## src/design/cstsm_pkg.sv

```systemverilog
package cstsm_pkg;

   localparam int SNR_WIDTH   = 16;
   localparam int PROB_WIDTH  = 16;
   localparam int CTX_WIDTH   = 3;
   localparam int SNR_FRAC    = 11;
   localparam int ROWS        = 3;
   localparam int LANES       = 4;
   localparam int REF_LANE    = 3;
   localparam int TERMS       = 12;
   localparam int ACC_WIDTH   = 32;
   localparam int U_WIDTH     = 30;
   localparam int G_WIDTH     = 30;
   localparam int K_WIDTH     = 6;
   localparam int TERM_WIDTH  = 31;
   localparam int SUM_WIDTH   = 33;
   localparam int E_WIDTH     = 31;
   localparam int RECIP_WIDTH = 35;
   localparam int RECIP_SHIFT = 34;
   localparam int K_RECIP_WIDTH = 13;
   localparam int K_SHIFT     = 36;

   localparam longint HSAT = 64'sd2147483647;
   localparam logic [G_WIDTH-1:0] LN2_Q30 = 30'd744261118;
   localparam logic [TERM_WIDTH-1:0] ONE_Q30 = 31'd1073741824;
   localparam logic signed [32:0] EXP_CUT = 33'sd536870912;
   localparam logic [K_RECIP_WIDTH-1:0] K_RECIP = 13'd5909;

   localparam logic [1:0] BASE_A = 2'd0;
   localparam logic [1:0] BASE_C = 2'd1;
   localparam logic [1:0] BASE_G = 2'd2;
   localparam logic [1:0] BASE_T = 2'd3;

   typedef struct packed {
      logic [CTX_WIDTH-1:0] context_code;
      logic [SNR_WIDTH-1:0] snr_chan_a;
      logic [SNR_WIDTH-1:0] snr_chan_c;
      logic [SNR_WIDTH-1:0] snr_chan_g;
      logic [SNR_WIDTH-1:0] snr_chan_t;
   } req_type;

   typedef struct packed {
      logic [PROB_WIDTH-1:0] match_prob;
      logic [PROB_WIDTH-1:0] second_prob;
      logic [PROB_WIDTH-1:0] third_prob;
      logic [PROB_WIDTH-1:0] fourth_prob;
   } rsp_type;

   typedef struct packed {
      logic                           valid;
      logic [ROWS-1:0][ACC_WIDTH-1:0] x;
   } cubic_type;

   typedef struct packed {
      logic                          valid;
      logic [LANES-1:0][G_WIDTH-1:0] g;
      logic [LANES-1:0][K_WIDTH-1:0] k;
      logic [LANES-1:0]              cut;
   } reduce_type;

   typedef struct packed {
      logic                          valid;
      logic [LANES-1:0][E_WIDTH-1:0] e;
   } taylor_type;

   function automatic logic signed [ACC_WIDTH-1:0] qc(input longint n);
      longint r;
      if (n < 0) begin
         r = (n * 64'sd16777216 - 64'sd500000000) / 64'sd1000000000;
      end else begin
         r = (n * 64'sd16777216 + 64'sd500000000) / 64'sd1000000000;
      end
      return ACC_WIDTH'(r);
   endfunction

   // [context][row][power], Q8.24
   localparam logic signed [ACC_WIDTH-1:0] COEF_ROM [8][3][4] = '{
      '{ '{qc(-64'sd3253480046), qc(64'sd109117296), qc(-64'sd4784071), qc(64'sd76823)},
         '{qc(-64'sd3238791571), qc(64'sd121188915), qc(-64'sd7157522), qc(64'sd160519)},
         '{qc(-64'sd689416151), qc(-64'sd466535536), qc(64'sd24542184), qc(-64'sd435458)} },
      '{ '{qc(-64'sd5205389472), qc(64'sd670790817), qc(-64'sd57413021), qc(64'sd1646296)},
         '{qc(-64'sd1586414914), qc(-64'sd178410808), qc(64'sd20802852), qc(-64'sd545250)},
         '{qc(64'sd940581728), qc(-64'sd996712716), qc(64'sd82995438), qc(-64'sd2399284)} },
      '{ '{qc(-64'sd3153983416), qc(64'sd2271055), qc(64'sd3754273), qc(-64'sd129379)},
         '{qc(-64'sd3070632970), qc(64'sd162919555), qc(-64'sd16805786), qc(64'sd507802)},
         '{qc(-64'sd201010193), qc(-64'sd577677766), qc(64'sd34076601), qc(-64'sd656804)} },
      '{ '{qc(-64'sd3699959230), qc(64'sd168892331), qc(-64'sd2305599), qc(-64'sd217584)},
         '{qc(-64'sd2307087026), qc(-64'sd2086559), qc(-64'sd1408042), qc(64'sd62327)},
         '{qc(64'sd676512170), qc(-64'sd888008929), qc(64'sd59126791), qc(-64'sd1377078)} },
      '{ '{qc(-64'sd2798945112), qc(64'sd80028360), qc(-64'sd3796366), qc(64'sd64942)},
         '{qc(-64'sd3241478842), qc(64'sd94531804), qc(-64'sd4717427), qc(64'sd93854)},
         '{qc(-64'sd146610215), qc(-64'sd470967914), qc(64'sd20441959), qc(-64'sd333016)} },
      '{ '{qc(-64'sd4910364933), qc(64'sd610796757), qc(-64'sd56900899), qc(64'sd1774640)},
         '{qc(-64'sd2488308653), qc(64'sd45683444), qc(-64'sd4288703), qc(64'sd276929)},
         '{qc(-64'sd2582097163), qc(-64'sd52148430), qc(-64'sd22563988), qc(64'sd1301233)} },
      '{ '{qc(-64'sd3459877449), qc(64'sd143922020), qc(-64'sd7939919), qc(64'sd199287)},
         '{qc(-64'sd2680828632), qc(64'sd4612035), qc(64'sd1400012), qc(-64'sd78444)},
         '{qc(-64'sd1340790465), qc(-64'sd291102282), qc(64'sd6397063), qc(64'sd23927)} },
      '{ '{qc(-64'sd5165866215), qc(64'sd645825450), qc(-64'sd57169869), qc(64'sd1658760)},
         '{qc(-64'sd2622356029), qc(-64'sd19022374), qc(64'sd5954991), qc(-64'sd253125)},
         '{qc(-64'sd1310892215), qc(-64'sd340095653), qc(64'sd17664849), qc(-64'sd473980)} }
   };

   // ceil(2^34 / n), exact quotient for 30-bit dividends
   localparam logic [RECIP_WIDTH-1:0] RECIP [1:TERMS] = '{
      RECIP_WIDTH'(((64'd1 << RECIP_SHIFT) + 64'd0) / 64'd1),
      RECIP_WIDTH'(((64'd1 << RECIP_SHIFT) + 64'd1) / 64'd2),
      RECIP_WIDTH'(((64'd1 << RECIP_SHIFT) + 64'd2) / 64'd3),
      RECIP_WIDTH'(((64'd1 << RECIP_SHIFT) + 64'd3) / 64'd4),
      RECIP_WIDTH'(((64'd1 << RECIP_SHIFT) + 64'd4) / 64'd5),
      RECIP_WIDTH'(((64'd1 << RECIP_SHIFT) + 64'd5) / 64'd6),
      RECIP_WIDTH'(((64'd1 << RECIP_SHIFT) + 64'd6) / 64'd7),
      RECIP_WIDTH'(((64'd1 << RECIP_SHIFT) + 64'd7) / 64'd8),
      RECIP_WIDTH'(((64'd1 << RECIP_SHIFT) + 64'd8) / 64'd9),
      RECIP_WIDTH'(((64'd1 << RECIP_SHIFT) + 64'd9) / 64'd10),
      RECIP_WIDTH'(((64'd1 << RECIP_SHIFT) + 64'd10) / 64'd11),
      RECIP_WIDTH'(((64'd1 << RECIP_SHIFT) + 64'd11) / 64'd12)
   };

endpackage

```

## src/design/cstsm_reduce.sv

```systemverilog
module cstsm_reduce (
   input  logic                   clock,
   input  logic                   reset,
   input  cstsm_pkg::cubic_type   in_x,
   output cstsm_pkg::reduce_type  out_r
);

   localparam int L = cstsm_pkg::LANES;
   localparam int KP_WIDTH = cstsm_pkg::U_WIDTH + cstsm_pkg::K_RECIP_WIDTH;
   localparam int G0_WIDTH = cstsm_pkg::G_WIDTH + 1;
   localparam int U30_WIDTH = cstsm_pkg::U_WIDTH + 6;

   logic [5:1] v_ff;
   logic signed [cstsm_pkg::ACC_WIDTH-1:0] x_ff [cstsm_pkg::ROWS];
   logic signed [cstsm_pkg::ACC_WIDTH-1:0] m_ff;
   logic signed [cstsm_pkg::ACC_WIDTH-1:0] m_in;
   logic signed [32:0] d_in [L];
   logic [cstsm_pkg::U_WIDTH-1:0] u2_ff [L];
   logic [cstsm_pkg::U_WIDTH-1:0] u3_ff [L];
   logic [L-1:0] cut2_ff, cut3_ff, cut4_ff, cut5_ff;
   logic [KP_WIDTH-1:0] kp_ff [L];
   logic [cstsm_pkg::K_WIDTH-1:0] kest_in [L];
   logic [cstsm_pkg::K_WIDTH-1:0] k4_ff [L];
   logic [cstsm_pkg::K_WIDTH-1:0] k5_ff [L];
   logic [G0_WIDTH-1:0] g4_ff [L];
   logic [cstsm_pkg::G_WIDTH-1:0] g5_ff [L];

   always_comb begin
      m_in = '0;
      for (int r = 0; r < cstsm_pkg::ROWS; r++) begin
         if ($signed(in_x.x[r]) > m_in) begin
            m_in = $signed(in_x.x[r]);
         end
      end
   end

   always_comb begin
      for (int r = 0; r < cstsm_pkg::ROWS; r++) begin
         d_in[r] = 33'(m_ff) - 33'(x_ff[r]);
      end
      d_in[cstsm_pkg::REF_LANE] = 33'(m_ff);
      for (int l = 0; l < L; l++) begin
         kest_in[l] = kp_ff[l][cstsm_pkg::K_SHIFT +: cstsm_pkg::K_WIDTH];
      end
   end

   always_ff @(posedge clock) begin
      if (reset) begin
         v_ff <= '0;
      end else begin
         v_ff <= {v_ff[4:1], in_x.valid};
      end
   end

   always_ff @(posedge clock) begin
      m_ff <= m_in;
      for (int r = 0; r < cstsm_pkg::ROWS; r++) begin
         x_ff[r] <= $signed(in_x.x[r]);
      end
      for (int l = 0; l < L; l++) begin
         cut2_ff[l] <= d_in[l] > cstsm_pkg::EXP_CUT;
         u2_ff[l]   <= (d_in[l] > cstsm_pkg::EXP_CUT) ? '0 : d_in[l][cstsm_pkg::U_WIDTH-1:0];
         kp_ff[l]   <= KP_WIDTH'(u2_ff[l]) * KP_WIDTH'(cstsm_pkg::K_RECIP);
         u3_ff[l]   <= u2_ff[l];
         k4_ff[l]   <= kest_in[l];
         g4_ff[l]   <= G0_WIDTH'({u3_ff[l], 6'b0}
                       - U30_WIDTH'(kest_in[l]) * U30_WIDTH'(cstsm_pkg::LN2_Q30));
         if (g4_ff[l] >= G0_WIDTH'(cstsm_pkg::LN2_Q30)) begin
            g5_ff[l] <= cstsm_pkg::G_WIDTH'(g4_ff[l] - G0_WIDTH'(cstsm_pkg::LN2_Q30));
            k5_ff[l] <= k4_ff[l] + 1'b1;
         end else begin
            g5_ff[l] <= cstsm_pkg::G_WIDTH'(g4_ff[l]);
            k5_ff[l] <= k4_ff[l];
         end
      end
      cut3_ff <= cut2_ff;
      cut4_ff <= cut3_ff;
      cut5_ff <= cut4_ff;
   end

   always_comb begin
      out_r.valid = v_ff[5];
      out_r.cut   = cut5_ff;
      for (int l = 0; l < L; l++) begin
         out_r.g[l] = g5_ff[l];
         out_r.k[l] = k5_ff[l];
      end
   end

endmodule

```

## config.mk

```make
export PLATFORM = sky130hd
export DESIGN_NAME = cstsm_reduce
export DESIGN_NICKNAME = d
export VERILOG_FILES = /design/src/design/cstsm_pkg.sv /design/src/design/cstsm_reduce.sv
export SDC_FILE = /design/constraint.sdc
export NUM_CORES = 2
export LEC_CHECK = 0
export BUFFER_PORTS_ARGS = -buffer_cell sky130_fd_sc_hd__buf_4
export CAP_MARGIN = 20
export CORE_UTILIZATION = 56
export DETAILED_ROUTE_END_ITERATION = 8
export GPL_ROUTABILITY_DRIVEN = 0
export GPL_TIMING_DRIVEN = 0
export HOLD_SLACK_MARGIN = 0.12
export PLACE_DENSITY = 0.85
export SYNTH_ARGS = -nofsm -noshare
export SYNTH_HDL_FRONTEND = slang
export SYNTH_SLANG_ARGS = --single-unit
```

## constraint.sdc

```tcl
create_clock -name clock -period 21.3 [get_ports clock]
set_input_delay 3.195 -clock clock [delete_from_list [all_inputs] [get_ports clock]]
set_output_delay 3.195 -clock clock [all_outputs]
set_load 0.02 [all_outputs]
```

# After elaboration in Yosys (flattened, before gate mapping)
# Memories as Yosys holds them, arrays and structs flattened.
# Index checks and enable logic that the tools add are counted.
[op_classes] add_sub_neg=15 n_mul=8 div=0 n_lt_le_gt_ge=11 n_eq_ne=0 shifts=0 mux=27 n_bitwise=8 reduce_logical=0
[ops] op="two-way mux 30 bit" n=8
[ops] op="multiplier 30 x 13 -> 43 bit, second input constant" n=4
[ops] op="greater-or-equal comparator 31 x 30 -> 1 bit, second input constant" n=4
[ops] op="subtractor 31 bit" n=4
[ops] op="multiplier 6 x 29 -> 30 bit, second input constant" n=4
[ops] op="subtractor 30 bit, second input constant" n=4
[ops] op="greater-than comparator 33 x 31 -> 1 bit, second input constant" n=3
[ops] op="subtractor 32 x 32 -> 33 bit" n=3
[ops] op="two-way mux 32 bit" n=3
[ops] op="greater-than comparator 32 bit" n=2
[ops] op="greater-than comparator 32 x 1 -> 1 bit, second input constant" n=1
[ops] op="greater-than comparator 32 x 31 -> 1 bit, second input constant" n=1
[ops] op="adder 6 x 1 -> 6 bit, second input constant" n=4
[ops] op="two-way mux 6 bit" n=4
[ops] op="two-way mux 1 bit" n=12
[ops] op="bitwise OR 1 bit" n=8
[word_totals] regBits=53 latch_bits=0 ramBits=800 mem_bits_ro=0 inputBits=99 out_inout_bits=149 wordCells=83 mem_count=8
[memory_table] memory="kp_ff" depth=4 word_bits=43 rd=4 rd_clocked_by_memory_dff=0 wr=4 line="cstsm_reduce.sv:21" source="logic [KP_WIDTH-1:0] kp_ff [L];"
[memory_table] memory="g4_ff" depth=4 word_bits=31 rd=4 rd_clocked_by_memory_dff=0 wr=4 line="cstsm_reduce.sv:25" source="logic [G0_WIDTH-1:0] g4_ff [L];"
[memory_table] memory="g5_ff" depth=4 word_bits=30 rd=4 rd_clocked_by_memory_dff=0 wr=4 line="cstsm_reduce.sv:26" source="logic [cstsm_pkg::G_WIDTH-1:0] g5_ff [L];"
[memory_table] memory="u2_ff" depth=4 word_bits=30 rd=4 rd_clocked_by_memory_dff=0 wr=4 line="cstsm_reduce.sv:18" source="logic [cstsm_pkg::U_WIDTH-1:0] u2_ff [L];"
[memory_table] memory="u3_ff" depth=4 word_bits=30 rd=4 rd_clocked_by_memory_dff=0 wr=4 line="cstsm_reduce.sv:19" source="logic [cstsm_pkg::U_WIDTH-1:0] u3_ff [L];"
[memory_table] memory="x_ff" depth=3 word_bits=32 rd=3 rd_clocked_by_memory_dff=0 wr=3 line="cstsm_reduce.sv:14" source="logic signed [cstsm_pkg::ACC_WIDTH-1:0] x_ff [cstsm_pkg::ROWS];"
[memory_table] memory="2 more memories"

# Longest topological paths before layout
[depth] word_depth=6 mapped_depth=32

# Least setup slack after synthesis
# No wires, ideal clock.
[synth_timing] path_kind="input -> register" from="in in_x[25] in the netlist's numbering" to="reg m_ff[22] in the netlist's numbering" setup_time_ns=0.121 arrival_ns=8.912 setup_slack_ns=12.267 path_stages=31 path_buffers=3 cell_sequence="nor4_1 > nand4_1 > nor2_1 > nor2_1 > clkbuf_1 > nand2_1 > ha_1 > a21o_1 > a21o_1 > a21oi_1 > o21a_1 > o221ai_1 > a21oi_1 > nor2_1 > a211oi_1 > clkbuf_1 > mux2i_1 > inv_1 > ha_1 > a21o_1 > a21o_1 > a21o_1 > a21o_1 > a21oi_1 > nor2b_1 > o21ai_0 > a21oi_1 > o21a_1 > o22ai_1 > clkbuf_1 > mux2_2"
[synth_between] elab_chain_cells=6
[synth_rtl] element="start: declaration" line="cstsm_reduce.sv:4" source="input cstsm_pkg::cubic_type in_x,"
[synth_rtl] element="greater-than comparator 32 x 1 -> 1 bit" line="cstsm_reduce.sv:31" source="if ($signed(in_x.x[r]) > m_in) begin"
[synth_rtl] element="two-way mux 32 bit *" line="cstsm_reduce.sv:31"
[synth_rtl] element="greater-than comparator 32 bit" line="cstsm_reduce.sv:31"
[synth_rtl] element="two-way mux 32 bit *" line="cstsm_reduce.sv:31"
[synth_rtl] element="greater-than comparator 32 bit" line="cstsm_reduce.sv:31"
[synth_rtl] element="two-way mux 32 bit *" line="cstsm_reduce.sv:31"
[synth_rtl] element="net m_in, one bit" line="cstsm_reduce.sv:16" source="logic signed [cstsm_pkg::ACC_WIDTH-1:0] m_in;"
[synth_rtl] element="end signal: assignment" line="cstsm_reduce.sv:56" source="m_ff <= m_in;"
[synth_rtl] element="end: declaration" line="cstsm_reduce.sv:15" source="logic signed [cstsm_pkg::ACC_WIDTH-1:0] m_ff;"
# The timed path passes the listed nets; every way through them passes the cells marked *.
# A chain may end at the register's enable or synchronous reset.

# Final worst setup path
[layout_timing] from="in in_x[24] in the netlist's numbering" to="reg m_ff[18] in the netlist's numbering"
# The elaborated chain is that of the path after synthesis.

==> impl_metrics.prom <==
# TYPE chip_impl_metric gauge
chip_impl_info{name="outcome",value="finished, final reports clean"} 1
chip_impl_metric{name="critical_path_peak_fanout",unit=""} 10
chip_impl_metric{name="synth-seq-area-share",unit=""} 0.217
chip_impl_metric{name="synthToLayoutAreaGrowth",unit="%"} 10.2
chip_impl_metric{name="cts-resized-gates",unit=""} 0
chip_impl_metric{name="max_cap_viol_count",unit=""} 0
chip_impl_metric{name="detail_route.vias_per_cell",unit=""} 5.70
chip_impl_metric{name="globalRoute.totalOverflow",unit=""} 0
chip_impl_metric{name="cells_after_synthesis",unit=""} 6419
chip_impl_metric{name="worst-path-buf-inv",unit=""} 5
chip_impl_metric{name="io-pin-count",unit=""} 248
chip_impl_metric{name="port_buffers",unit=""} 243
chip_impl_metric{name="cts_post_setup_buffers_inserted",unit=""} 0
chip_impl_info{name="worstSetupEndpointType",value="flip-flop"} 1
chip_impl_metric{name="cts_num_sinks",unit=""} 669
chip_impl_info{name="worst-setup-path-type",value="input pin to flip-flop"} 1
chip_impl_metric{name="worstPathArrival",unit="ps"} 10950
chip_impl_metric{name="clk_latency",unit="ps"} 680
chip_impl_metric{name="syn-cell-area",unit="µm²"} 61800
chip_impl_metric{name="ant_nets",unit=""} 0
chip_impl_metric{name="clkTransAtPathRegs",unit="ps"} 60
chip_impl_metric{name="route.detailed.wl_per_inst",unit="µm"} 18.5
chip_impl_metric{name="layout-drive-gt1-share",unit=""} 0.0729
chip_impl_metric{name="fp.dieArea",unit="µm²"} 112000
chip_impl_metric{name="n_fill_cell",unit=""} 8340
chip_impl_metric{name="dpl.hpwl",unit="µm"} 127000
chip_impl_metric{name="grt_pass1_wl",unit="µm"} 247000
chip_impl_info{name="synth.top_cells.by_area",value="sky130_fd_sc_hd__ha_1, sky130_fd_sc_hd__dfxtp_1, sky130_fd_sc_hd__fa_1"} 1
chip_impl_metric{name="maxClockFrequency",unit="GHz"} 0.0964
chip_impl_metric{name="placed_area",unit="µm²"} 65500
chip_impl_info{name="path_common_cell",value="sky130_fd_sc_hd__a21o_1"} 1
chip_impl_metric{name="tightestPinTransition",unit="ps"} 1080
chip_impl_metric{name="cts_made_buffers",unit=""} 76
chip_impl_metric{name="tns",unit="ps"} 0
chip_impl_metric{name="fin_worst_skew",unit="ps"} 41.9
chip_impl_metric{name="required_time_of_the_worst_setup_path",unit="ps"} 21870
chip_impl_metric{name="final_nets",unit=""} 8550
chip_impl_metric{name="drt_first_iter_violations",unit=""} 3299
chip_impl_metric{name="fin_crit_sh",unit=""} 0.487
chip_impl_metric{name="post_synth_top_area_share",unit=""} 0.223
chip_impl_metric{name="avgSynthCellArea",unit="µm²"} 9.63
chip_impl_metric{name="count_of_state_elements_after_synthesis",unit=""} 669
chip_impl_metric{name="timing_hold_violations_final",unit=""} 0
chip_impl_info{name="worstHoldPathType",value="flip-flop to flip-flop"} 1
chip_impl_metric{name="synth_enable_flop_cells",unit=""} 0
chip_impl_info{name="tritoncts_clock_tree",value="done"} 1
chip_impl_metric{name="fp-row-count",unit=""} 121
chip_impl_metric{name="vias",unit=""} 47225
chip_impl_info{name="clock_root_buffer_master",value="sky130_fd_sc_hd__clkbuf_16"} 1
chip_impl_metric{name="post_cts_hold_buffer_count",unit=""} 0
chip_impl_metric{name="drtPass1Iterations",unit=""} 6
chip_impl_info{name="synthDominantAreaCellType",value="sky130_fd_sc_hd__ha_1"} 1
chip_impl_info{name="critical_path.top_delay_family",value="compound AO/OA/AOI/OAI gates"} 1
chip_impl_metric{name="globalRouteTotalUtil",unit=""} 0.275
chip_impl_info{name="dominantRegCellSynth",value="sky130_fd_sc_hd__dfxtp_1"} 1
chip_impl_metric{name="slowest_delay",unit="ps"} 720
chip_impl_metric{name="wirelength",unit="µm"} 153000
chip_impl_metric{name="largest_net_degree_at_the_start_of_global_routing",unit=""} 16
chip_impl_metric{name="cts.path.max_buffers",unit=""} 3
chip_impl_info{name="start_kind",value="input pin"} 1
chip_impl_metric{name="starting_density_of_the_core",unit=""} 0.566
chip_impl_metric{name="ctsHtreeMaxLevel",unit=""} 3
chip_impl_metric{name="period_minus_slack",unit="ps"} 10370
chip_impl_metric{name="chipWidth",unit="µm"} 334
chip_impl_metric{name="synth_async_sr_flop_share",unit=""} 0
chip_impl_metric{name="antenna_found_initial",unit=""} 15
chip_impl_metric{name="regToRegSetupSlack",unit="ps"} 13970
chip_impl_metric{name="max-slew-margin-rel",unit=""} 0.265
chip_impl_metric{name="timing.final.setup_violations",unit=""} 0
chip_impl_metric{name="post-route-drc-count",unit=""} 0
chip_impl_metric{name="placeableCoreArea",unit="µm²"} 109000
chip_impl_info{name="timing.critical_path.slowest_stage_cell",value="sky130_fd_sc_hd__a211oi_1"} 1
chip_impl_metric{name="synth_cell_types",unit=""} 98
chip_impl_metric{name="die_h",unit="µm"} 334
chip_impl_metric{name="ys.warnings.count",unit=""} 0
chip_impl_metric{name="first_global_vias",unit=""} 48635
chip_impl_metric{name="slew_viol_final",unit=""} 0
chip_impl_info{name="rsz0062_at_grt",value="false"} 1
chip_impl_metric{name="stdcell_area",unit="µm²"} 68100
-- cell usage in the layout (no fill, tap or decap), types with 17 or more instances in the layout --
cell type                   count
sky130_fd_sc_hd__a21oi_1      291
sky130_fd_sc_hd__or2_2         18
sky130_fd_sc_hd__nand4_1       81
sky130_fd_sc_hd__o31a_1        18
sky130_fd_sc_hd__fa_1         607
sky130_fd_sc_hd__clkbuf_1      59
sky130_fd_sc_hd__nand2b_1      51
sky130_fd_sc_hd__a21o_1       175
sky130_fd_sc_hd__ha_1        1100
sky130_fd_sc_hd__nor4_1        34
sky130_fd_sc_hd__a31oi_1       39
sky130_fd_sc_hd__nand3_1       85
sky130_fd_sc_hd__mux2_2        32
sky130_fd_sc_hd__inv_1       1225
sky130_fd_sc_hd__dfxtp_1      669
sky130_fd_sc_hd__o21ai_0      186
sky130_fd_sc_hd__a2111oi_0     20
sky130_fd_sc_hd__clkbuf_16     77
sky130_fd_sc_hd__a211oi_1      31
sky130_fd_sc_hd__nand2_1      280
sky130_fd_sc_hd__o31ai_1       17
sky130_fd_sc_hd__o21bai_1      19
sky130_fd_sc_hd__a21oi_2       17
sky130_fd_sc_hd__xor2_1       160
sky130_fd_sc_hd__nor3_1        83
sky130_fd_sc_hd__o211ai_1      19
sky130_fd_sc_hd__nor2b_1       94
sky130_fd_sc_hd__and2_1        23
sky130_fd_sc_hd__or3_1         32
sky130_fd_sc_hd__and3_1        43
sky130_fd_sc_hd__o21a_1        57
sky130_fd_sc_hd__buf_4        254
sky130_fd_sc_hd__xnor2_1      275
sky130_fd_sc_hd__nor2_1       281
sky130_fd_sc_hd__mux2i_1       43
-- metrics by stage --
stage,util,worst slack [ps],hold slack (ps),std cells
after floorplan,-,12270,310,6422
after global placement,0.600,10690,314,8141
after detailed placement,0.600,10550,313,8141
after CTS,0.624,11220,325,8279
after global routing,0.624,10490,322,8287
final,0.624,10930,319,8290
-- worst reg2reg max path, cell delays in order, from the launching register on --
cell and delay (ps):
sky130_fd_sc_hd__dfxtp_1 680, sky130_fd_sc_hd__inv_1 220, sky130_fd_sc_hd__fa_1 600, sky130_fd_sc_hd__inv_1 150, sky130_fd_sc_hd__fa_1 570, sky130_fd_sc_hd__fa_1 500
sky130_fd_sc_hd__ha_1 340, sky130_fd_sc_hd__o21a_1 190, sky130_fd_sc_hd__o21ai_0 260, sky130_fd_sc_hd__o31ai_1 160, sky130_fd_sc_hd__o31a_1 310, sky130_fd_sc_hd__nand4_1 120
sky130_fd_sc_hd__nand4b_1 140, sky130_fd_sc_hd__a21oi_1 290, sky130_fd_sc_hd__inv_1 70, sky130_fd_sc_hd__a31oi_1 190, sky130_fd_sc_hd__xor2_1 200, sky130_fd_sc_hd__ha_1 310
sky130_fd_sc_hd__nand2_1 110, sky130_fd_sc_hd__nand2b_1 60, sky130_fd_sc_hd__nand2_1 80, sky130_fd_sc_hd__nor2b_1 260, sky130_fd_sc_hd__o211ai_1 150, sky130_fd_sc_hd__o211a_1 260
sky130_fd_sc_hd__o41ai_1 430, sky130_fd_sc_hd__o21ai_0 270, sky130_fd_sc_hd__xnor2_1 310
-- synth_stat cells (8+ instances only) --
cell / n
sky130_fd_sc_hd__dfxtp_1: 669
sky130_fd_sc_hd__a2111oi_0: 20
sky130_fd_sc_hd__o211ai_1: 19
sky130_fd_sc_hd__a21o_1: 175
sky130_fd_sc_hd__o31ai_1: 17
sky130_fd_sc_hd__nand2_1: 280
sky130_fd_sc_hd__nor4_1: 34
sky130_fd_sc_hd__nor2b_1: 94
sky130_fd_sc_hd__inv_1: 1225
sky130_fd_sc_hd__and3_1: 43
sky130_fd_sc_hd__o21ai_0: 186
sky130_fd_sc_hd__o21a_1: 57
sky130_fd_sc_hd__nor3_1: 83
sky130_fd_sc_hd__nand4_1: 81
sky130_fd_sc_hd__xor2_1: 160
sky130_fd_sc_hd__a21oi_1: 291
sky130_fd_sc_hd__o31a_1: 18
sky130_fd_sc_hd__and2_1: 23
sky130_fd_sc_hd__or2_2: 18
sky130_fd_sc_hd__o41ai_1: 9
sky130_fd_sc_hd__nand2b_1: 51
sky130_fd_sc_hd__ha_1: 1100
sky130_fd_sc_hd__nand3_1: 85
sky130_fd_sc_hd__or3_1: 32
sky130_fd_sc_hd__mux2_2: 32
sky130_fd_sc_hd__a21boi_1: 12
sky130_fd_sc_hd__o311ai_0: 8
sky130_fd_sc_hd__a211o_1: 12
sky130_fd_sc_hd__buf_4: 11
sky130_fd_sc_hd__o2111ai_1: 8
sky130_fd_sc_hd__a31oi_1: 39
sky130_fd_sc_hd__xnor2_1: 275
sky130_fd_sc_hd__o21bai_1: 19
sky130_fd_sc_hd__and4_1: 13
sky130_fd_sc_hd__a21oi_2: 17
sky130_fd_sc_hd__nor2_1: 281
sky130_fd_sc_hd__a211oi_1: 31
sky130_fd_sc_hd__mux2i_1: 43
sky130_fd_sc_hd__fa_1: 607
sky130_fd_sc_hd__nand3b_1: 10
sky130_fd_sc_hd__a21boi_0: 13
sky130_fd_sc_hd__clkbuf_1: 52
sky130_fd_sc_hd__a221oi_1: 9
-- cell families after synthesis --
family                   after synthesis  synth area share
AO/OA/AOI/OAI                       1049             0.112
XOR/XNOR                             435            0.0616
adder cells (fa/ha/maj)             1707             0.419
buffers and inverters               1295            0.0804
flip-flops                           669             0.217
multiplexers                          75            0.0128
other                                  2          0.000121
AND/OR/NAND/NOR                     1187            0.0972
-- cell type report --
cell class                      instances  area (µm²)  area share
Inverter                             1225        4600      0.0675
Sequential cell                       669       13400       0.197
Multi-Input combinational cell       4458       43500       0.638
Antenna cell                           10        25.0    0.000367
Clock inverter                         48         549     0.00806
Buffer                                 70         372     0.00546
Timing Repair Buffer                  244        1830      0.0269
Tap cell                             1476        1850      0.0271
Clock buffer                           90        2040      0.0299
-- sequential cells by signal, summed over array words and instances (netlist names) --
signal,cells
cut2_ff,4
cut3_ff,4
cut4_ff,4
cut5_ff,4
g4_ff,116
g5_ff,112
k4_ff,24
k5_ff,24
kp_ff,24
m_ff,32
u2_ff,120
u3_ff,100
v_ff,5
x_ff,96
-- layer usage --
layer	up-vias	global-route usage	wire [µm]
met5	-	0	37
met4	6	0.112	5810
met3	397	0.0536	13600
met2	1907	0.457	71100
met1	22864	0.352	62800
li1	22051	-	-
-- worst paths after layout --
| path | startpoint | to | depth (start not counted) |
|---|---|---|---|
| max | in_x[24] | m_ff[18] | 32 |
| min | cut4_ff[2] | cut5_ff[2] | 0 |
| max reg2reg | kp_ff[3][37] | g4_ff[3][30] | 26 |
| min reg2reg | cut4_ff[2] | cut5_ff[2] | 0 |
Power is left out: the tool's default activity adds up to more than one toggle a clock period on the data nets, which glitch-free logic cannot reach.
